===== src/hdl/irt_pkg.sv =====
`timescale 1ns / 1ps
// irt_pkg: shared types, constants and the digit-to-ascii function
// for the radix text converter; no dependencies
package irt_pkg;

   localparam int VALUE_BITS_DEF = 32;
   localparam int RADIX_W        = 6;
   localparam int FLAG_W         = 5;
   localparam int DIGIT_W        = 6;
   localparam int CHAR_W         = 8;

   localparam int FLAG_SIGNED = 0;
   localparam int FLAG_PLUS   = 1;
   localparam int FLAG_SPACE  = 2;
   localparam int FLAG_PREFIX = 3;
   localparam int FLAG_UPPER  = 4;

   localparam logic [RADIX_W-1:0] RADIX_MIN = 6'd2;
   localparam logic [RADIX_W-1:0] RADIX_MAX = 6'd36;
   localparam logic [RADIX_W-1:0] RADIX_HEX = 6'd16;
   localparam logic [RADIX_W-1:0] RADIX_OCT = 6'd8;

   localparam logic [CHAR_W-1:0] CH_ZERO  = 8'h30;
   localparam logic [CHAR_W-1:0] CH_MINUS = 8'h2d;
   localparam logic [CHAR_W-1:0] CH_PLUS  = 8'h2b;
   localparam logic [CHAR_W-1:0] CH_SPACE = 8'h20;
   localparam logic [CHAR_W-1:0] CH_X     = 8'h78;
   localparam logic [CHAR_W-1:0] CH_O     = 8'h6f;
   localparam logic [CHAR_W-1:0] CH_LA    = 8'h61;
   localparam logic [CHAR_W-1:0] CH_UA    = 8'h41;
   localparam logic [CHAR_W-1:0] CH_NONE  = 8'h00;

   typedef struct packed {
      logic               clear;
      logic               shift;
      logic [RADIX_W-1:0] radix;
   } cell_ctrl_type;

   function automatic logic [CHAR_W-1:0] digit_char(input logic [DIGIT_W-1:0] d,
                                                    input logic upper);
      logic [CHAR_W-1:0] dx;
      dx = {{(CHAR_W-DIGIT_W){1'b0}}, d};
      if (d < 6'd10) begin
         digit_char = CH_ZERO + dx;
      end else begin
         digit_char = (upper ? CH_UA : CH_LA) + dx - 8'd10;
      end
   endfunction

endpackage


===== src/hdl/irt_cell.sv =====
`timescale 1ns / 1ps
// irt_cell: one digit cell of the conversion chain, doubles its digit
// and adds the carry from its neighbor modulo the radix; uses irt_pkg
module irt_cell
   import irt_pkg::*;
(
   input  logic               clock,
   input  logic               reset,
   input  cell_ctrl_type      ctrl,
   input  logic               carry_in,
   input  logic               valid_in,
   input  logic [DIGIT_W-1:0] shift_in,
   output logic               carry_out,
   output logic               valid_out,
   output logic [DIGIT_W-1:0] digit
);

   logic [DIGIT_W-1:0] digit_ff, digit_in;
   logic               carry_ff, carry_n_in;
   logic               valid_ff, valid_n_in;
   logic [DIGIT_W:0]   sum;
   logic               ge;

   assign sum = {digit_ff, carry_in};
   assign ge  = (sum >= {1'b0, ctrl.radix});

   always_comb begin
      digit_in   = digit_ff;
      carry_n_in = 1'b0;
      valid_n_in = 1'b0;
      if (ctrl.clear) begin
         digit_in = '0;
      end else if (ctrl.shift) begin
         digit_in = shift_in;
      end else begin
         valid_n_in = valid_in;
         if (valid_in) begin
            // 2d + c < 2r, so one subtract is enough
            digit_in   = ge ? DIGIT_W'(sum - {1'b0, ctrl.radix}) : sum[DIGIT_W-1:0];
            carry_n_in = ge;
         end
      end
   end

   always_ff @(posedge clock) begin
      if (reset) begin
         carry_ff <= 1'b0;
         valid_ff <= 1'b0;
      end else begin
         carry_ff <= carry_n_in;
         valid_ff <= valid_n_in;
      end
      digit_ff <= digit_in;
   end

   assign carry_out = carry_ff;
   assign valid_out = valid_ff;
   assign digit     = digit_ff;

endmodule


===== src/hdl/irt_chain.sv =====
`timescale 1ns / 1ps
// irt_chain: row of irt_cell digit cells, least significant first;
// bits enter at cell 0, digits leave from the top cell; uses irt_pkg
module irt_chain
   import irt_pkg::*;
#(
   parameter int VALUE_BITS = VALUE_BITS_DEF
)(
   input  logic               clock,
   input  logic               reset,
   input  cell_ctrl_type      ctrl,
   input  logic               bit_in,
   input  logic               bit_valid,
   output logic [DIGIT_W-1:0] top_digit
);

   logic               carry [VALUE_BITS+1];
   logic               vld   [VALUE_BITS+1];
   logic [DIGIT_W-1:0] dig   [VALUE_BITS+1];

   assign carry[0] = bit_in;
   assign vld[0]   = bit_valid;
   assign dig[0]   = '0;

   for (genvar i = 0; i < VALUE_BITS; i++) begin : g_cell
      irt_cell u_cell (
         .clock     (clock),
         .reset     (reset),
         .ctrl      (ctrl),
         .carry_in  (carry[i]),
         .valid_in  (vld[i]),
         .shift_in  (dig[i]),
         .carry_out (carry[i+1]),
         .valid_out (vld[i+1]),
         .digit     (dig[i+1])
      );
   end

   assign top_digit = dig[VALUE_BITS];

endmodule


===== src/hdl/integer_to_radix_text.sv =====
`timescale 1ns / 1ps
// integer_to_radix_text: top level, sequencer and output register around
// the irt_chain digit cells; uses irt_pkg, irt_chain, irt_cell
//
// channel | direction | ports
// req     | in        | req_valid, req_stall, req_value, req_radix, req_format_flags
// rsp     | out       | rsp_valid, rsp_stall, rsp_character, rsp_last
//
// one number at a time: the idle state takes the transfer, then the conversion
// runs while the value bits travel skewed through the cell row, then any sign
// and prefix characters go out, then the digits shift out of the top cell
// (leading zeros dropped); a bad radix skips the conversion. rsp stalls hold
// the sequencer while it sends characters, except that leading zeros are
// dropped without waiting. reset is synchronous and clears the sequencer and
// rsp_valid.
module integer_to_radix_text
   import irt_pkg::*;
#(
   parameter int VALUE_BITS = VALUE_BITS_DEF
)(
   input  logic                  clock,
   input  logic                  reset,
   input  logic                  req_valid,
   output logic                  req_stall,
   input  logic [VALUE_BITS-1:0] req_value,
   input  logic [RADIX_W-1:0]    req_radix,
   input  logic [FLAG_W-1:0]     req_format_flags,
   output logic                  rsp_valid,
   input  logic                  rsp_stall,
   output logic [CHAR_W-1:0]     rsp_character,
   output logic                  rsp_last
);

   localparam int CONV_CYC = 2 * VALUE_BITS;
   localparam int CONV_W   = $clog2(CONV_CYC);
   localparam int EMIT_W   = $clog2(VALUE_BITS);

   typedef enum logic [6:0] {
      ST_IDLE  = 7'b0000001,
      ST_CONV  = 7'b0000010,
      ST_SIGN  = 7'b0000100,
      ST_PFX0  = 7'b0001000,
      ST_PFX1  = 7'b0010000,
      ST_DIGIT = 7'b0100000,
      ST_BAD   = 7'b1000000
   } state_type;

   state_type             state_ff, state_in;
   logic [VALUE_BITS-1:0] mag_ff, mag_in;
   logic [RADIX_W-1:0]    radix_ff, radix_in;
   logic [CHAR_W-1:0]     sign_ff, sign_in;
   logic [CHAR_W-1:0]     pfx_ff, pfx_in;
   logic                  upper_ff, upper_in;
   logic [CONV_W-1:0]     conv_ff, conv_in;
   logic [EMIT_W-1:0]     emit_ff, emit_in;
   logic                  skip_ff, skip_in;
   logic                  rsp_valid_ff, rsp_valid_in;
   logic [CHAR_W-1:0]     char_ff, char_in;
   logic                  last_ff, last_in;

   cell_ctrl_type         ctrl;
   logic                  bit_valid;
   logic [DIGIT_W-1:0]    top_digit;
   logic                  req_xfer, slot_free, last_digit, drop;
   logic                  neg;
   state_type             after_sign, after_pfx;

   assign req_stall = (state_ff != ST_IDLE);
   assign req_xfer  = req_valid && !req_stall;
   // output register can take a new character this cycle
   assign slot_free = !rsp_valid_ff || !rsp_stall;

   assign neg        = req_format_flags[FLAG_SIGNED] && req_value[VALUE_BITS-1];
   assign last_digit = (emit_ff == EMIT_W'(VALUE_BITS - 1));
   // leading zero, dropped without a transfer
   assign drop       = skip_ff && (top_digit == '0) && !last_digit;
   assign bit_valid  = (state_ff == ST_CONV) && (conv_ff < CONV_W'(VALUE_BITS));

   assign after_pfx  = ST_DIGIT;
   assign after_sign = (pfx_ff != CH_NONE) ? ST_PFX0 : ST_DIGIT;

   always_comb begin
      state_in     = state_ff;
      mag_in       = mag_ff;
      radix_in     = radix_ff;
      sign_in      = sign_ff;
      pfx_in       = pfx_ff;
      upper_in     = upper_ff;
      conv_in      = conv_ff;
      emit_in      = emit_ff;
      skip_in      = skip_ff;
      rsp_valid_in = rsp_valid_ff && rsp_stall;
      char_in      = char_ff;
      last_in      = last_ff;
      ctrl.clear   = 1'b0;
      ctrl.shift   = 1'b0;
      ctrl.radix   = radix_ff;

      unique case (state_ff)
         ST_IDLE: begin
            if (req_xfer) begin
               radix_in = req_radix;
               upper_in = req_format_flags[FLAG_UPPER];
               mag_in   = neg ? VALUE_BITS'(-req_value) : req_value;
               sign_in  = CH_NONE;
               if (neg) begin
                  sign_in = CH_MINUS;
               end else if (req_format_flags[FLAG_SIGNED]) begin
                  if (req_format_flags[FLAG_SPACE]) begin
                     sign_in = CH_SPACE;
                  end else if (req_format_flags[FLAG_PLUS]) begin
                     sign_in = CH_PLUS;
                  end
               end
               pfx_in = CH_NONE;
               if (req_format_flags[FLAG_PREFIX]) begin
                  if (req_radix == RADIX_HEX) begin
                     pfx_in = CH_X;
                  end else if (req_radix == RADIX_OCT) begin
                     pfx_in = CH_O;
                  end
               end
               conv_in    = '0;
               emit_in    = '0;
               skip_in    = 1'b1;
               ctrl.clear = 1'b1;
               if (req_radix < RADIX_MIN || req_radix > RADIX_MAX) begin
                  state_in = ST_BAD;
               end else begin
                  state_in = ST_CONV;
               end
            end
         end
         ST_CONV: begin
            // feed value msb first into cell 0, then let the skew drain
            mag_in  = mag_ff << 1;
            conv_in = conv_ff + 1'b1;
            if (conv_ff == CONV_W'(CONV_CYC - 1)) begin
               state_in = (sign_ff != CH_NONE) ? ST_SIGN : after_sign;
            end
         end
         ST_SIGN: begin
            if (slot_free) begin
               rsp_valid_in = 1'b1;
               char_in      = sign_ff;
               last_in      = 1'b0;
               state_in     = after_sign;
            end
         end
         ST_PFX0: begin
            if (slot_free) begin
               rsp_valid_in = 1'b1;
               char_in      = CH_ZERO;
               last_in      = 1'b0;
               state_in     = ST_PFX1;
            end
         end
         ST_PFX1: begin
            if (slot_free) begin
               rsp_valid_in = 1'b1;
               char_in      = pfx_ff;
               last_in      = 1'b0;
               state_in     = after_pfx;
            end
         end
         ST_DIGIT: begin
            if (drop) begin
               ctrl.shift = 1'b1;
               emit_in    = emit_ff + 1'b1;
            end else if (slot_free) begin
               ctrl.shift   = 1'b1;
               emit_in      = emit_ff + 1'b1;
               skip_in      = 1'b0;
               rsp_valid_in = 1'b1;
               char_in      = digit_char(top_digit, upper_ff);
               last_in      = last_digit;
               if (last_digit) begin
                  state_in = ST_IDLE;
               end
            end
         end
         ST_BAD: begin
            if (slot_free) begin
               rsp_valid_in = 1'b1;
               char_in      = CH_ZERO;
               last_in      = 1'b1;
               state_in     = ST_IDLE;
            end
         end
         default: begin
            state_in = ST_IDLE;
         end
      endcase
   end

   always_ff @(posedge clock) begin
      if (reset) begin
         state_ff     <= ST_IDLE;
         rsp_valid_ff <= 1'b0;
         conv_ff      <= '0;
         emit_ff      <= '0;
         skip_ff      <= 1'b0;
      end else begin
         state_ff     <= state_in;
         rsp_valid_ff <= rsp_valid_in;
         conv_ff      <= conv_in;
         emit_ff      <= emit_in;
         skip_ff      <= skip_in;
      end
      mag_ff   <= mag_in;
      radix_ff <= radix_in;
      sign_ff  <= sign_in;
      pfx_ff   <= pfx_in;
      upper_ff <= upper_in;
      char_ff  <= char_in;
      last_ff  <= last_in;
   end

   irt_chain #(
      .VALUE_BITS (VALUE_BITS)
   ) u_chain (
      .clock     (clock),
      .reset     (reset),
      .ctrl      (ctrl),
      .bit_in    (mag_ff[VALUE_BITS-1]),
      .bit_valid (bit_valid),
      .top_digit (top_digit)
   );

   assign rsp_valid     = rsp_valid_ff;
   assign rsp_character = char_ff;
   assign rsp_last      = last_ff;

endmodule

===== config.mk =====
export PLATFORM = sky130hd
export DESIGN_NAME = integer_to_radix_text
export DESIGN_NICKNAME = d
export VERILOG_FILES = /design/src/hdl/irt_pkg.sv /design/src/hdl/irt_cell.sv /design/src/hdl/irt_chain.sv /design/src/hdl/integer_to_radix_text.sv
export SDC_FILE = /design/constraint.sdc
export NUM_CORES = 1
export LEC_CHECK = 0
export ABC_AREA = 1
export BUFFER_PORTS_ARGS = -buffer_cell sky130_fd_sc_hd__clkbuf_2
export CAP_MARGIN = 20
export CORE_AREA = 2 2 304 306
export CTS_CLUSTER_DIAMETER = 120
export CTS_CLUSTER_SIZE = 16
export DETAILED_ROUTE_END_ITERATION = 6
export DIE_AREA = 0 0 306 308
export PLACE_DENSITY_LB_ADDON = 0.3
export SKIP_CTS_REPAIR_TIMING = 1
export SLEW_MARGIN = 0
export SYNTH_ARGS = -nofsm -noshare
export SYNTH_HDL_FRONTEND = slang
export SYNTH_HIERARCHICAL = 1
export SYNTH_SLANG_ARGS = --single-unit
export TNS_END_PERCENT = 50

===== constraint.sdc =====
create_clock -name clock -period 9.55 [get_ports clock]
set_input_delay 1.91 -clock clock [delete_from_list [all_inputs] [get_ports clock]]
set_output_delay 1.91 -clock clock [all_outputs]
set_load 0.01 [all_outputs]

==> flow_metrics.tcl, run 1 <==
set metrics [dict create \
    status "finished, final reports clean" \
    cp.arrival_ns 4.50 \
    synth_warnings 6 \
    drt_first_pass_iters 5 \
    avgSynthCellArea_um2 6.90 \
    gr-total-overflow 0 \
    fmax_mhz 245 \
    grt_pass1_wl_mm 123 \
    wl_per_cell_um 13.9 \
    grt_antenna_before_repair 0 \
    leakage_nw 13.9 \
    powerDensity_nw_per_um2 173 \
    gp_congestion 0.843 \
    wl_mm 73.6 \
    drt_iter0_markers 1484 \
    die_area_um2 94200 \
    tightest_slew_ns 0.976 \
    synthCells 4047 \
    power_frac_comb_pct 50.1 \
    path_max_fanout 133 \
    syn_area_um2 27900 \
    clk_path_buf_depth 3 \
    period_share_pct 42.8 \
    internal-power_w 0.00287 \
    clock-sinks 329 \
    dp.cells 5257 \
    via_count 25700 \
    post-route-min-period_ns 4.09 \
    end_kind "flip-flop" \
    ir_drop_mv 0.190 \
    htreeDepth 1 \
    clkTransAtPathRegs_ns 0.07 \
    port_buffers 57 \
    design_area_um2 30200 \
    power_w 0.00524 \
    cts_buffers 24 \
    die_w_um 306 \
    holdWs_ns 0.475 \
    grtUsageTotal_pct 15.4 \
    cts_tree "done" \
    finalHoldViolCount 0 \
    setup_viol 0 \
    drt-vias-per-instance 4.86 \
    grt_max_degree 134 \
    relSlewSlack_pct 34.9 \
    switching_share_pct 45.1 \
    remaining_drc_errors 0 \
    slew_viol_final 0 \
    drive_above_1_share_pct 8.17 \
    setup_tns_ns 0 \
    crit_path_start_kind "input port" \
    nets 4384 \
    clkPwrFrac_pct 18.8 \
    row_count 111 \
    net-switching-power_w 0.00237 \
    synthToLayoutAreaGrowth_pct 8.36 \
    finalNonFillerCells 5287 \
    grt_pass1_vias 23900 \
    chipHeight_um 308 \
    fin_skew_ns 0.0117 \
    drv_cap 0 \
    cp.required_ns 9.96 \
    rsz0062_at_grt "no" \
    num_io_pins 58 \
    path_class "input port to flip-flop" \
    cts_root_buffer "clkbuf_16" \
    hp-class "flip-flop to flip-flop" \
    antenna_left 0 \
    seq_power_share_pct 31.2 \
    dp_hpwl_mm 51.5 \
    floorplan.initialDensity_pct 30.7 \
    placed_area_um2 29600 \
    n_antenna_cell 0 \
    core_area_um2 91000 \
    clk_latency_ns 0.57 \
]
metrics by stage:
stage                     util [%]  setup slack (ns)
after floorplan                  -              3.94
after global placement        32.5              4.97
after detailed placement      32.5              4.94
after CTS                     33.3              5.54
after global routing          33.3              5.24
final                         33.3              5.46
layout by cell type, fill, tap and decap left out, types with 21 or more instances in the layout:
cell type,instances
nand2_1,968
inv_1,715
nand3_1,333
nor2_1,322
dfxtp_1,274
a21oi_1,217
ha_1,207
nand4_1,172
a22oi_1,166
nand3_2,78
xnor2_1,72
clkbuf_2,57
edfxtp_1,55
o21ai_1,40
xor2_1,39
nand3_4,33
fa_1,33
o21ai_0,30
or2_1,27
or2_4,26
a21oi_4,26
clkbuf_16,25
nor4_1,25
nand2_2,21
routing by layer:
| layer | global-route usage (%) | wire length, um | vias up |
|---|---|---|---|
| met5 | 0 | 0 | - |
| met4 | 3.06 | 1220 | 0 |
| met3 | 1.46 | 2560 | 79 |
| met2 | 25.8 | 33700 | 390 |
| met1 | 21.3 | 36100 | 11800 |
| li1 | - | - | 13400 |
path summary, 6_finish.rpt:
kind	start	to	slack [ns]	cells past startpoint
min reg2reg	skip_ff	skip_ff	0.47	2
max	rsp_stall	u_chain/g_cell[23].u_cell/digit[5]	5.46	8
max reg2reg	emit_ff[0]	u_chain/g_cell[23].u_cell/digit[5]	5.84	12
min	skip_ff	skip_ff	0.47	2
registers in the layout, indices dropped and copies added, names as in the netlist, 6 cells and up:
name and flops:
u_chain/g_cell.u_cell/digit 192, rsp_character 8, conv_ff 6, radix_ff 6, u_chain/g_cell.u_cell/valid_out 31, state_ff 7
mag_ff 32, u_chain/g_cell.u_cell/carry_out 31
power by group through the flow:
stage	logic [W]	clock network, W	registers, W
after floorplan	0.00198	0	0.00170
after global placement	0.00262	0	0.00166
after detailed placement	0.00263	0	0.00167
after CTS	0.00264	0.00104	0.00163
after global routing	0.00299	0.00108	0.00165
final	0.00262	0.000983	0.00163
final cells by class:
class,instances,area [um2]
Fill cell,9725,60700
Multi-Input combinational cell,2944,17900
Sequential cell,329,7140
Inverter,729,2750
Tap cell,1186,1480
Clock buffer,29,641
Timing Repair Buffer,69,375
Clock inverter,1,8.76
worst max-delay path, cell delays in order:
cell and delay [ns]:
clkbuf_2 0.08, nand2_1 0.14, o21ai_1 0.23, inv_8 0.56, buf_4 0.81, nor2_1 0.29
a22oi_1 0.22, a21oi_1 0.09
No activity file was read; power rests on OpenSTA's default activity.
==> run 2, diff against run 1 <==
Settings changed: ABC_AREA 1 to 0, CORE_AREA 2 2 304 306 to 2 2 292 294, DIE_AREA 0 0 306 308 to 0 0 294 296.
Clock period 9.55 ns to 4.1 ns, I/O delays scaled along.
==> run 2 against run 1 <==
Synthesized area shrank 7.5%. Clock power grew 140%. Critical path depth is the same. Die area shrank 7.7%. Synthesized cell count shrank 29%.
==> flow_metrics.tcl, run 2 <==
set metrics [dict create \
    final_util_pct 33.3 \
    synthCells 2867 \
    status "finished, final reports clean" \
    fmax_mhz 321 \
    path_max_fanout 52 \
    hp-class "input port to flip-flop" \
    power_frac_comb_pct 31.6 \
    cp.arrival_ns 3.57 \
    drt-vias-per-instance 5.14 \
    clock-sinks 329 \
    num_io_pins 58 \
    synthToLayoutAreaGrowth_pct 8.74 \
    crit_top_cell "and3_1" \
    nets 3188 \
    clk_latency_ns 0.57 \
    drv_cap 0 \
    clkTransAtPathRegs_ns 0.08 \
    clk_path_buf_depth 3 \
    cts_root_buffer "clkbuf_16" \
    htreeDepth 1 \
    grt_pass1_wl_mm 106 \
    clkPwrFrac_pct 27.2 \
    gp_congestion 0.797 \
    met1Wirelength_mm 31.4 \
    cts_buffers 24 \
    syn_area_um2 25800 \
    synth_warnings 6 \
    routed.top_layer "met5" \
    finalHoldViolCount 0 \
    die_area_um2 87000 \
    powerDensity_nw_per_um2 304 \
    cp.required_ns 4.55 \
    leakage_nw 10.8 \
    switching_share_pct 34.8 \
    wl_mm 64.2 \
    period_share_pct 76.1 \
    slew_viol_final 0 \
    path_class "flip-flop to flip-flop" \
    die_w_um 294 \
    drt_iter0_markers 984 \
    setup_viol 0 \
    floorplan.initialDensity_pct 30.7 \
    end_kind "flip-flop" \
    port_buffers 57 \
    crit_family "simple AND/OR/NAND/NOR gates" \
    placed_area_um2 27400 \
    drive_above_1_share_pct 15.0 \
    slowest_stage "o21a_4" \
    largest_register_ff_count 192 \
    relSlewSlack_pct 38.1 \
    internal-power_w 0.00556 \
    ir_drop_mv 0.268 \
    n_antenna_cell 0 \
    grtUsageTotal_pct 14.6 \
    post-route-min-period_ns 3.12 \
    gr-total-overflow 0 \
    crit_path_start_kind "flip-flop" \
    power_w 0.00854 \
    grt_antenna_before_repair 1 \
    avgSynthCellArea_um2 9.01 \
    dr_wl_met3_mm 1.54 \
    core_area_um2 84200 \
    seq_power_share_pct 41.2 \
    dp_hpwl_mm 45.0 \
    nFillCells 8763 \
    chipHeight_um 296 \
    grt_pass1_vias 20000 \
    net-switching-power_w 0.00297 \
    path_buf_inv 2 \
    met2_length_mm 30.3 \
    drt_first_pass_iters 6 \
    layout_commonest_cell "a21oi_1" \
    mostFrequentLayoutCells "346 x a21oi_1, 274 x dfxtp_1, 250 x inv_1" \
    tightest_slew_ns 0.929 \
    via_count 20500 \
    rsz0062_at_grt "no" \
    row_count 107 \
    cts_tree "done" \
    slowest_delay_ns 0.63 \
    design_area_um2 28100 \
    grt_max_degree 58 \
    path_cells "nor3_1 > and3_1 > o21a_4 > buf_12 > or3b_1 > inv_2 > and3_1 > a211o_1" \
    remaining_drc_errors 0 \
    wl_per_cell_um 16.1 \
    fin_skew_ns 0.0235 \
    antenna_left 0 \
]
## run 2: area by class of cell
type                       count  area, um2  share of cell area, %
clock buffer                  31        648                   2.31
inverter                     257        968                   3.45
timing repair buffer          98        733                   2.61
multi-input combinational   2191      17200                   61.3
tap                         1090       1360                   4.86
sequential                   329       7140                   25.4
clock inverter                 1       8.76                 0.0312
## run 2: final timing paths
kind / start / end / slack (ns) / cells past startpoint
setup / recovery: state_ff[3] / u_chain/g_cell[23].u_cell/digit[5] / 0.98 / 8
hold / removal: req_format_flags[4] / upper_ff / 0.44 / 1
setup reg to reg: state_ff[3] / u_chain/g_cell[23].u_cell/digit[5] / 0.98 / 8
hold reg to reg: emit_ff[4] / emit_ff[4] / 0.47 / 2
## run 2: layer usage
layer / global-route usage (%) / up-vias
met2: 25.4 / 208
met1: 19.8 / 9741
met3: 1.19 / 57
met5: 0 / -
li1: - / 10500
met4: 2.70 / 2
## run 2: worst reg2reg max path, delay by kind of cell (launching register included)
kind,cells,cell delay (ns)
AO/OA/AOI/OAI,2,0.85
buffers and inverters,2,0.38
flip-flops,1,0.40
AND/OR/NAND/NOR,4,1.38
## run 2: stage by stage
stage	std cells	hold WS, ns	TNS [ns]	worst slack, ns
2_1_floorplan	2872	0.436	-281.76	-1.62
3_3_place_gp	3965	0.452	0	0.925
3_5_place_dp	3965	0.462	0	0.918
4_1_cts	3997	0.404	0	1.01
5_1_grt	3997	0.411	0	0.733
6_report	3997	0.440	0	0.982
## run 2: power by group through the flow
stage / sequential, W / combinational (W) / clock, W
after floorplan: 0.00362 / 0.00194 / 0
after global placement: 0.00359 / 0.00269 / 0
after detailed placement: 0.00360 / 0.00271 / 0
after CTS: 0.00352 / 0.00272 / 0.00242
after global routing: 0.00353 / 0.00301 / 0.00251
final: 0.00352 / 0.00270 / 0.00233
